`config.mk`:
```
export PLATFORM = sky130hd
export DESIGN_NAME = matrix4_add_sub_mul_core
export DESIGN_NICKNAME = d
export VERILOG_FILES = /design/src/sv/m4asm_pkg.sv /design/src/sv/matrix4_add_sub_mul_core.sv
export SDC_FILE = /design/constraint.sdc
export NUM_CORES = 2
export LEC_CHECK = 0
export BUFFER_PORTS_ARGS = -buffer_cell sky130_fd_sc_hd__buf_2
export CORE_UTILIZATION = 50
export CTS_BUF_LIST = sky130_fd_sc_hd__clkbuf_8
export DETAILED_ROUTE_END_ITERATION = 7
export HOLD_SLACK_MARGIN = 0.02
export PLACE_DENSITY = 0.64
export SKIP_CTS_REPAIR_TIMING = 1
export SKIP_LAST_GASP = 1
export SYNTH_ARGS = -nofsm -noshare
export SYNTH_HDL_FRONTEND = slang
export SYNTH_SLANG_ARGS = --single-unit
```
`constraint.sdc`:
```
create_clock -name clk -period 11.2 [get_ports clk]
set_input_delay 1.12 -clock clk [delete_from_list [all_inputs] [get_ports clk]]
set_output_delay 1.12 -clock clk [all_outputs]
set_load 0.1 [all_outputs]
```
`src/sv/m4asm_pkg.sv`:
```
// Package for the 4x4 fixed-point matrix add/subtract/multiply core.
// Holds the element format, the command codes and the transfer payload types.
// No dependencies.
`default_nettype none

package m4asm_pkg;

  localparam int ELEM_W = 32;
  localparam int FRAC_W = 16;
  localparam int CMD_W  = 2;

  localparam logic [CMD_W-1:0] CMD_ADD = 2'd0;
  localparam logic [CMD_W-1:0] CMD_SUB = 2'd1;
  localparam logic [CMD_W-1:0] CMD_MUL = 2'd2;
  // bit that selects multiply; the unused code shares it
  localparam int CMD_MUL_BIT = 1;

  typedef struct packed {
    logic signed [ELEM_W-1:0] a_element;
    logic signed [ELEM_W-1:0] b_element;
    logic [CMD_W-1:0]         command;
  } in_item_t;

  typedef struct packed {
    logic signed [ELEM_W-1:0] result_element;
    logic                     result_last;
  } out_item_t;

endpackage

`default_nettype wire

```
`src/sv/matrix4_add_sub_mul_core.sv`:
```
// Top level of the 4x4 fixed-point matrix add/subtract/multiply core.
// Two 16-entry element memories, a read/multiply/accumulate pipeline, one output register.
// Depends on m4asm_pkg.
`default_nettype none

// Loads two 4x4 signed Q16.16 matrices, one column-major element pair per
// transfer, at one transfer per cycle. The sixteenth transfer picks the
// operation (add, subtract, multiply) and the core then emits the 16 result
// elements in column-major order, flagging the last; input is stalled while
// results are computed. One result element is in flight at a time: add and
// subtract read one element pair, multiply makes four reads through the
// single read port of each element memory into one 32x32 multiplier and one
// accumulator; each result then passes through the output register, and a
// held output delays the next element.
// The next load may start while the last results drain.
module matrix4_add_sub_mul_core
  import m4asm_pkg::*;
(
  input  wire logic      clk,
  input  wire logic      rst_n,
  input  wire logic      in_valid,
  output      logic      in_stall,
  input  wire in_item_t  in_data,
  output      logic      out_valid,
  input  wire logic      out_stall,
  output      out_item_t out_data
);

  localparam int IDX_W  = 4;
  localparam int K_W    = 2;
  localparam int PROD_W = 2 * ELEM_W;
  localparam int ACC_W  = PROD_W + 2;

  localparam logic signed [ACC_W-1:0] SAT_MAX =
    {{(ACC_W-ELEM_W+1){1'b0}}, {(ELEM_W-1){1'b1}}};
  localparam logic signed [ACC_W-1:0] SAT_MIN = ~SAT_MAX;

  typedef enum logic [1:0] {
    ST_LOAD = 2'b01,
    ST_CALC = 2'b10
  } state_t;

  function automatic logic signed [ELEM_W-1:0] sat_elem(input logic signed [ACC_W-1:0] v);
    logic signed [ELEM_W-1:0] r;
    if (v > SAT_MAX) begin
      r = SAT_MAX[ELEM_W-1:0];
    end else if (v < SAT_MIN) begin
      r = SAT_MIN[ELEM_W-1:0];
    end else begin
      r = v[ELEM_W-1:0];
    end
    return r;
  endfunction

  // element memories
  logic signed [ELEM_W-1:0] left_mem  [16];
  logic signed [ELEM_W-1:0] right_mem [16];

  state_t             state_r, state_nxt;
  logic [IDX_W-1:0]   load_cnt_r, load_cnt_nxt;
  logic [CMD_W-1:0]   cmd_r, cmd_nxt;
  logic [IDX_W-1:0]   n_r, n_nxt;
  logic [K_W-1:0]     k_r, k_nxt;
  logic               iss_act_r, iss_act_nxt;
  logic               busy_r, busy_nxt;

  logic               s1_vld_r, s1_first_r, s1_lastk_r, s1_elast_r;
  logic signed [ELEM_W-1:0] a_q_r, b_q_r;
  logic               s2_vld_r, s2_first_r, s2_lastk_r, s2_elast_r;
  logic signed [PROD_W-1:0] prod_r;
  logic signed [ACC_W-1:0]  acc_r;
  logic               fin_vld_r, fin_last_r;
  logic               out_valid_r;
  out_item_t          out_data_r;

  logic               in_xfer, out_xfer, start, is_mul, is_sub, lastk;
  logic [IDX_W-1:0]   a_addr, b_addr;
  logic signed [ACC_W-1:0]  acc_in, acc_sh;

  assign is_mul   = cmd_r[CMD_MUL_BIT];
  assign is_sub   = (cmd_r == CMD_SUB);
  assign in_stall = (state_r != ST_LOAD);
  assign in_xfer  = in_valid && !in_stall;
  assign out_xfer = out_valid_r && !out_stall;
  assign start    = (state_r == ST_CALC) && !busy_r && !out_valid_r;
  assign lastk    = !is_mul || (k_r == K_W'(3));

  assign a_addr = is_mul ? {k_r, n_r[1:0]} : n_r;
  assign b_addr = is_mul ? {n_r[3:2], k_r} : n_r;

  // sequencer
  always_comb begin
    state_nxt    = state_r;
    load_cnt_nxt = load_cnt_r;
    cmd_nxt      = cmd_r;
    n_nxt        = n_r;
    k_nxt        = k_r;
    iss_act_nxt  = iss_act_r;
    busy_nxt     = busy_r;
    if (in_xfer) begin
      load_cnt_nxt = load_cnt_r + IDX_W'(1);
      if (load_cnt_r == IDX_W'(15)) begin
        cmd_nxt   = in_data.command;
        state_nxt = ST_CALC;
        n_nxt     = '0;
      end
    end
    if (start) begin
      iss_act_nxt = 1'b1;
      busy_nxt    = 1'b1;
      k_nxt       = '0;
    end
    if (iss_act_r) begin
      k_nxt = k_r + K_W'(1);
      if (lastk) begin
        iss_act_nxt = 1'b0;
        n_nxt       = n_r + IDX_W'(1);
        if (n_r == IDX_W'(15)) begin
          state_nxt = ST_LOAD;
        end
      end
    end
    if (fin_vld_r) begin
      busy_nxt = 1'b0;
    end
  end

  always_ff @(posedge clk) begin
    if (!rst_n) begin
      state_r    <= ST_LOAD;
      load_cnt_r <= '0;
      iss_act_r  <= 1'b0;
      busy_r     <= 1'b0;
      s1_vld_r   <= 1'b0;
      s2_vld_r   <= 1'b0;
      fin_vld_r  <= 1'b0;
      out_valid_r <= 1'b0;
    end else begin
      state_r    <= state_nxt;
      load_cnt_r <= load_cnt_nxt;
      iss_act_r  <= iss_act_nxt;
      busy_r     <= busy_nxt;
      s1_vld_r   <= iss_act_r;
      s2_vld_r   <= s1_vld_r;
      fin_vld_r  <= s2_vld_r && s2_lastk_r;
      if (fin_vld_r) begin
        out_valid_r <= 1'b1;
      end else if (out_xfer) begin
        out_valid_r <= 1'b0;
      end
    end
  end

  always_ff @(posedge clk) begin
    cmd_r <= cmd_nxt;
    n_r   <= n_nxt;
    k_r   <= k_nxt;
  end

  // memories: write on load transfer, registered read
  always_ff @(posedge clk) begin
    if (in_xfer) begin
      left_mem[load_cnt_r]  <= in_data.a_element;
      right_mem[load_cnt_r] <= in_data.b_element;
    end
    a_q_r <= left_mem[a_addr];
    b_q_r <= right_mem[b_addr];
  end

  // datapath
  assign acc_in = (s2_first_r ? '0 : acc_r) + ACC_W'(prod_r);
  assign acc_sh = is_mul ? (acc_r >>> FRAC_W) : acc_r;

  always_ff @(posedge clk) begin
    s1_first_r <= (k_r == '0);
    s1_lastk_r <= lastk;
    s1_elast_r <= (n_r == IDX_W'(15));
    s2_first_r <= s1_first_r;
    s2_lastk_r <= s1_lastk_r;
    s2_elast_r <= s1_elast_r;
    if (is_mul) begin
      prod_r <= PROD_W'(a_q_r) * PROD_W'(b_q_r);
    end else if (is_sub) begin
      prod_r <= PROD_W'(a_q_r) - PROD_W'(b_q_r);
    end else begin
      prod_r <= PROD_W'(a_q_r) + PROD_W'(b_q_r);
    end
    if (s2_vld_r) begin
      acc_r      <= acc_in;
      fin_last_r <= s2_elast_r;
    end
    if (fin_vld_r) begin
      out_data_r.result_element <= sat_elem(acc_sh);
      out_data_r.result_last    <= fin_last_r;
    end
  end

  assign out_valid = out_valid_r;
  assign out_data  = out_data_r;

  // a finished element only lands in an empty output register
  a_fin_slot: assert property (@(posedge clk) disable iff (!rst_n)
    fin_vld_r |-> !out_valid_r)
    else $error("result finished while output register occupied");

  a_iss_busy: assert property (@(posedge clk) disable iff (!rst_n)
    iss_act_r |-> busy_r)
    else $error("read issue outside an element in flight");

  a_calc_entry: assert property (@(posedge clk) disable iff (!rst_n)
    $rose(state_r == ST_CALC) |-> (load_cnt_r == '0) && !iss_act_r)
    else $error("compute entered with partial load or reads pending");

endmodule

`default_nettype wire
```
==> impl_metrics.env <==
export IMPL_outcome="finished clean"
export IMPL_powerDensity_nw_per_um2=97.54
export IMPL_p_clk_share_pct=42.7
export IMPL_clock_path_buffers=3
export IMPL_seqPwrFrac_pct=55.9
export IMPL_critPathMaxStageDelay_ps=870
export IMPL_die_w_um=423.1
export IMPL_switching_share_pct=21.55
export IMPL_path_buf_inv=1
export IMPL_slowest_stage="dfxtp_1"
export IMPL_crit_type="flop to flop"
export IMPL_vias_per_cell=5.707
export IMPL_total_power_w=0.009355
export IMPL_max_slew_margin_pct=22.17
export IMPL_rows=154
export IMPL_grt_start_max_net_pins=132
export IMPL_rr_startpoint="b_q_r[31]$_DFF_P_"
export IMPL_holdPathStages=0
export IMPL_required_ps=12040
export IMPL_rsz0062_at_grt="no"
export IMPL_switching_power_w=0.002016
export IMPL_synth_seq_area_share_pct=41.58
export IMPL_p_int_w=0.007339
export IMPL_synthDistinctLibCells=82
export IMPL_grt_overflow=0
export IMPL_slew_violations=0
export IMPL_boundaryPins=105
export IMPL_synth_edf_count=1128
export IMPL_final_setup_viol_count=0
export IMPL_dp_hpwl_mm=149.6
export IMPL_post_route_period_util_pct=82.02
export IMPL_holdCritPathClass="flop to flop"
export IMPL_nets=8372
export IMPL_synth_most_common_cell="edfxtp_1"
export IMPL_worst_pin_slew_ps=1161
export IMPL_cts_buffers=203
export IMPL_ir_worst_vdd_mv=0.1183
export IMPL_place_congestion=0.9107
export IMPL_drive_above_1_share_pct=12.02
export IMPL_dieArea_um2=179000
export IMPL_clk_pin_slew_ps=60
export IMPL_die_y_um=423.1
export IMPL_fin_skew_ps=78.66
export IMPL_crit_path_max_fanout=25
export IMPL_drtPass1Iterations=6
export IMPL_hold_viol=0
export IMPL_cts_max_level=4
export IMPL_synth_top_area_cell="edfxtp_1"
export IMPL_async_reset_ff_share_pct=0
export IMPL_initial_core_util_pct=50.35
export IMPL_r2r_end="prod_r[58]$_DFF_P_"
export IMPL_endpoint_kind="flop"
export IMPL_area_growth_pct=8.153
export IMPL_ant_nets=0
export IMPL_clock_latency_ps=960
export IMPL_path_cells="inv_1, nor2_1, fa_1, fa_1, fa_1, fa_1, fa_1, fa_1, fa_1, fa_1, ha_1, a21oi_1, o21ai_0, a2111oi_0, o21ai_0, o22ai_1, o31ai_2, a211oi_1, a21oi_1, xor2_1, a21o_1"
export IMPL_cts_tree="built"
export IMPL_fin_tns_setup_ps=0
export IMPL_crit_cells=21
export IMPL_synth_top_area_share_pct=38.20
export IMPL_power_frac_comb_pct=1.4
export IMPL_drc=0
export IMPL_min_period_ps=9186
export IMPL_synth_cells=6882
export IMPL_wl_per_cell_um=23.69
export IMPL_antenna_found_initial=32
export IMPL_yosys_most_used_dff="edfxtp_1"
export IMPL_synth_common_cells="1128 x edfxtp_1, 1084 x fa_1, 986 x inv_1, 675 x nand2_1, 557 x and2_1"
export IMPL_drt_iter0_markers=4470
export IMPL_port_buffers=104
export IMPL_core_um2=176100
export IMPL_maxCapViolCount=0
export IMPL_crit_top_cell="fa_1"
export IMPL_track_usage_pct=25.80
export IMPL_p_leak_nw=39.02
export IMPL_critPathTopFamily="adder cells"
export IMPL_hold_end="s2_lastk_r$_DFF_P_"
export IMPL_ys_seq_elements=1278
export IMPL_grt_pass1_wl_mm=349.9
export IMPL_rr_worst_depth=21
export IMPL_grt_pass1_vias=58247
export IMPL_cts_sinks=1278
export IMPL_synth_area_um2=88680
export IMPL_avgSynthCellArea_um2=12.89
export IMPL_fmax_mhz=108.9
export IMPL_dr_total_vias=53903
export IMPL_synth_net_count=8326
export IMPL_arrival_ps=10020
export IMPL_yosys_top_cells_area="edfxtp_1 38%, fa_1 24%, mux4_2 7.3%"
export IMPL_yosys_warnings=0
export IMPL_reg2reg_slack_ps=2010
export IMPL_cts_root_buf="clkbuf_8"
export IMPL_startpoint_type="flop"
export IMPL_wl_mm=223.7
export IMPL_hold_start="s1_lastk_r$_DFF_P_"
-- layout by cell type (no fill, tap or decap), types with 124 or more instances in the layout --
| cell type | instances |
|---|---|
| and2_1 | 557 |
| edfxtp_1 | 1128 |
| a21oi_1 | 172 |
| nor2_1 | 134 |
| xnor2_1 | 124 |
| dfxtp_1 | 142 |
| clkbuf_8 | 227 |
| fa_1 | 1084 |
| nand2_1 | 675 |
| mux4_2 | 288 |
| o21ai_0 | 156 |
| ha_1 | 290 |
| inv_1 | 1056 |
-- state kept, by name, indices dropped and copies added, names as in the netlist, 2 cells and up --
register and count:
left_mem 512, right_mem 512, acc_r 66, prod_r 64, out_data 33, a_q_r 32
b_q_r 32, load_cnt_r 4, n_r 4, cmd_r 2, k_r 2, state_r 2
-- how the worst max path moves through the flow --
stage	from	endpoint	slack [ps]
2_1_floorplan	b_q_r[2]$_DFF_P_	prod_r[63]$_DFF_P_	3120
3_3_place_gp	b_q_r[31]$_DFF_P_	prod_r[58]$_DFF_P_	2390
3_5_place_dp	b_q_r[31]$_DFF_P_	prod_r[58]$_DFF_P_	2180
4_1_cts	b_q_r[31]$_DFF_P_	prod_r[58]$_DFF_P_	2140
5_1_grt	b_q_r[31]$_DFF_P_	prod_r[58]$_DFF_P_	1650
6_report	b_q_r[31]$_DFF_P_	prod_r[58]$_DFF_P_	2010
-- logic make-up after synthesis --
family,count (synthesis),share of synthesized area [%]
flops,1278,41.58
simple gates,1649,9.269
buf+inv,1362,5.778
mux,329,7.780
fa+ha+maj,1374,28.56
xor+xnor,190,1.877
compound gates,700,5.150
-- layer usage --
metal  global-route usage (%)  routed length (µm)
met1                    33.94               90790
met2                    43.29              111100
met3                    5.000               15400
met4                    8.008                6347
met5                        0                 164
-- power groups by stage --
stage / Sequential (W) / Combinational [W] / Clock [W]
after floorplan: 0.00534 / 0.0000394 / 0
after global placement: 0.00533 / 0.000121 / 0
after detailed placement: 0.00533 / 0.000127 / 0
after CTS: 0.00523 / 0.000128 / 0.00409
after global routing: 0.00523 / 0.000137 / 0.00429
final: 0.00523 / 0.000126 / 0.00400
-- stage by stage --
step,area (µm²),utilization (%),hold slack [ps],cells,worst slack (ps)
floorplan,88680,-,309.6,6882,3121
global placement,91760,52.11,316.2,9063,2386
detailed placement,91760,52.11,315.0,9063,2178
CTS,95890,54.45,229.3,9438,2144
global route,95900,54.45,286.0,9442,1649
finish,95910,54.46,327.2,9445,2014
-- cell type report --
type                       instances  area, µm²
antenna                            7      17.52
clock buffer                     227       3124
clock inverter                   148       1001
fill                           14647      80210
inverter                         986       3701
multi-input combinational       4242      46850
sequential                      1278      36890
tap                             2340       2928
timing repair buffer             217       1394
Power figures use the tool's default switching activity.
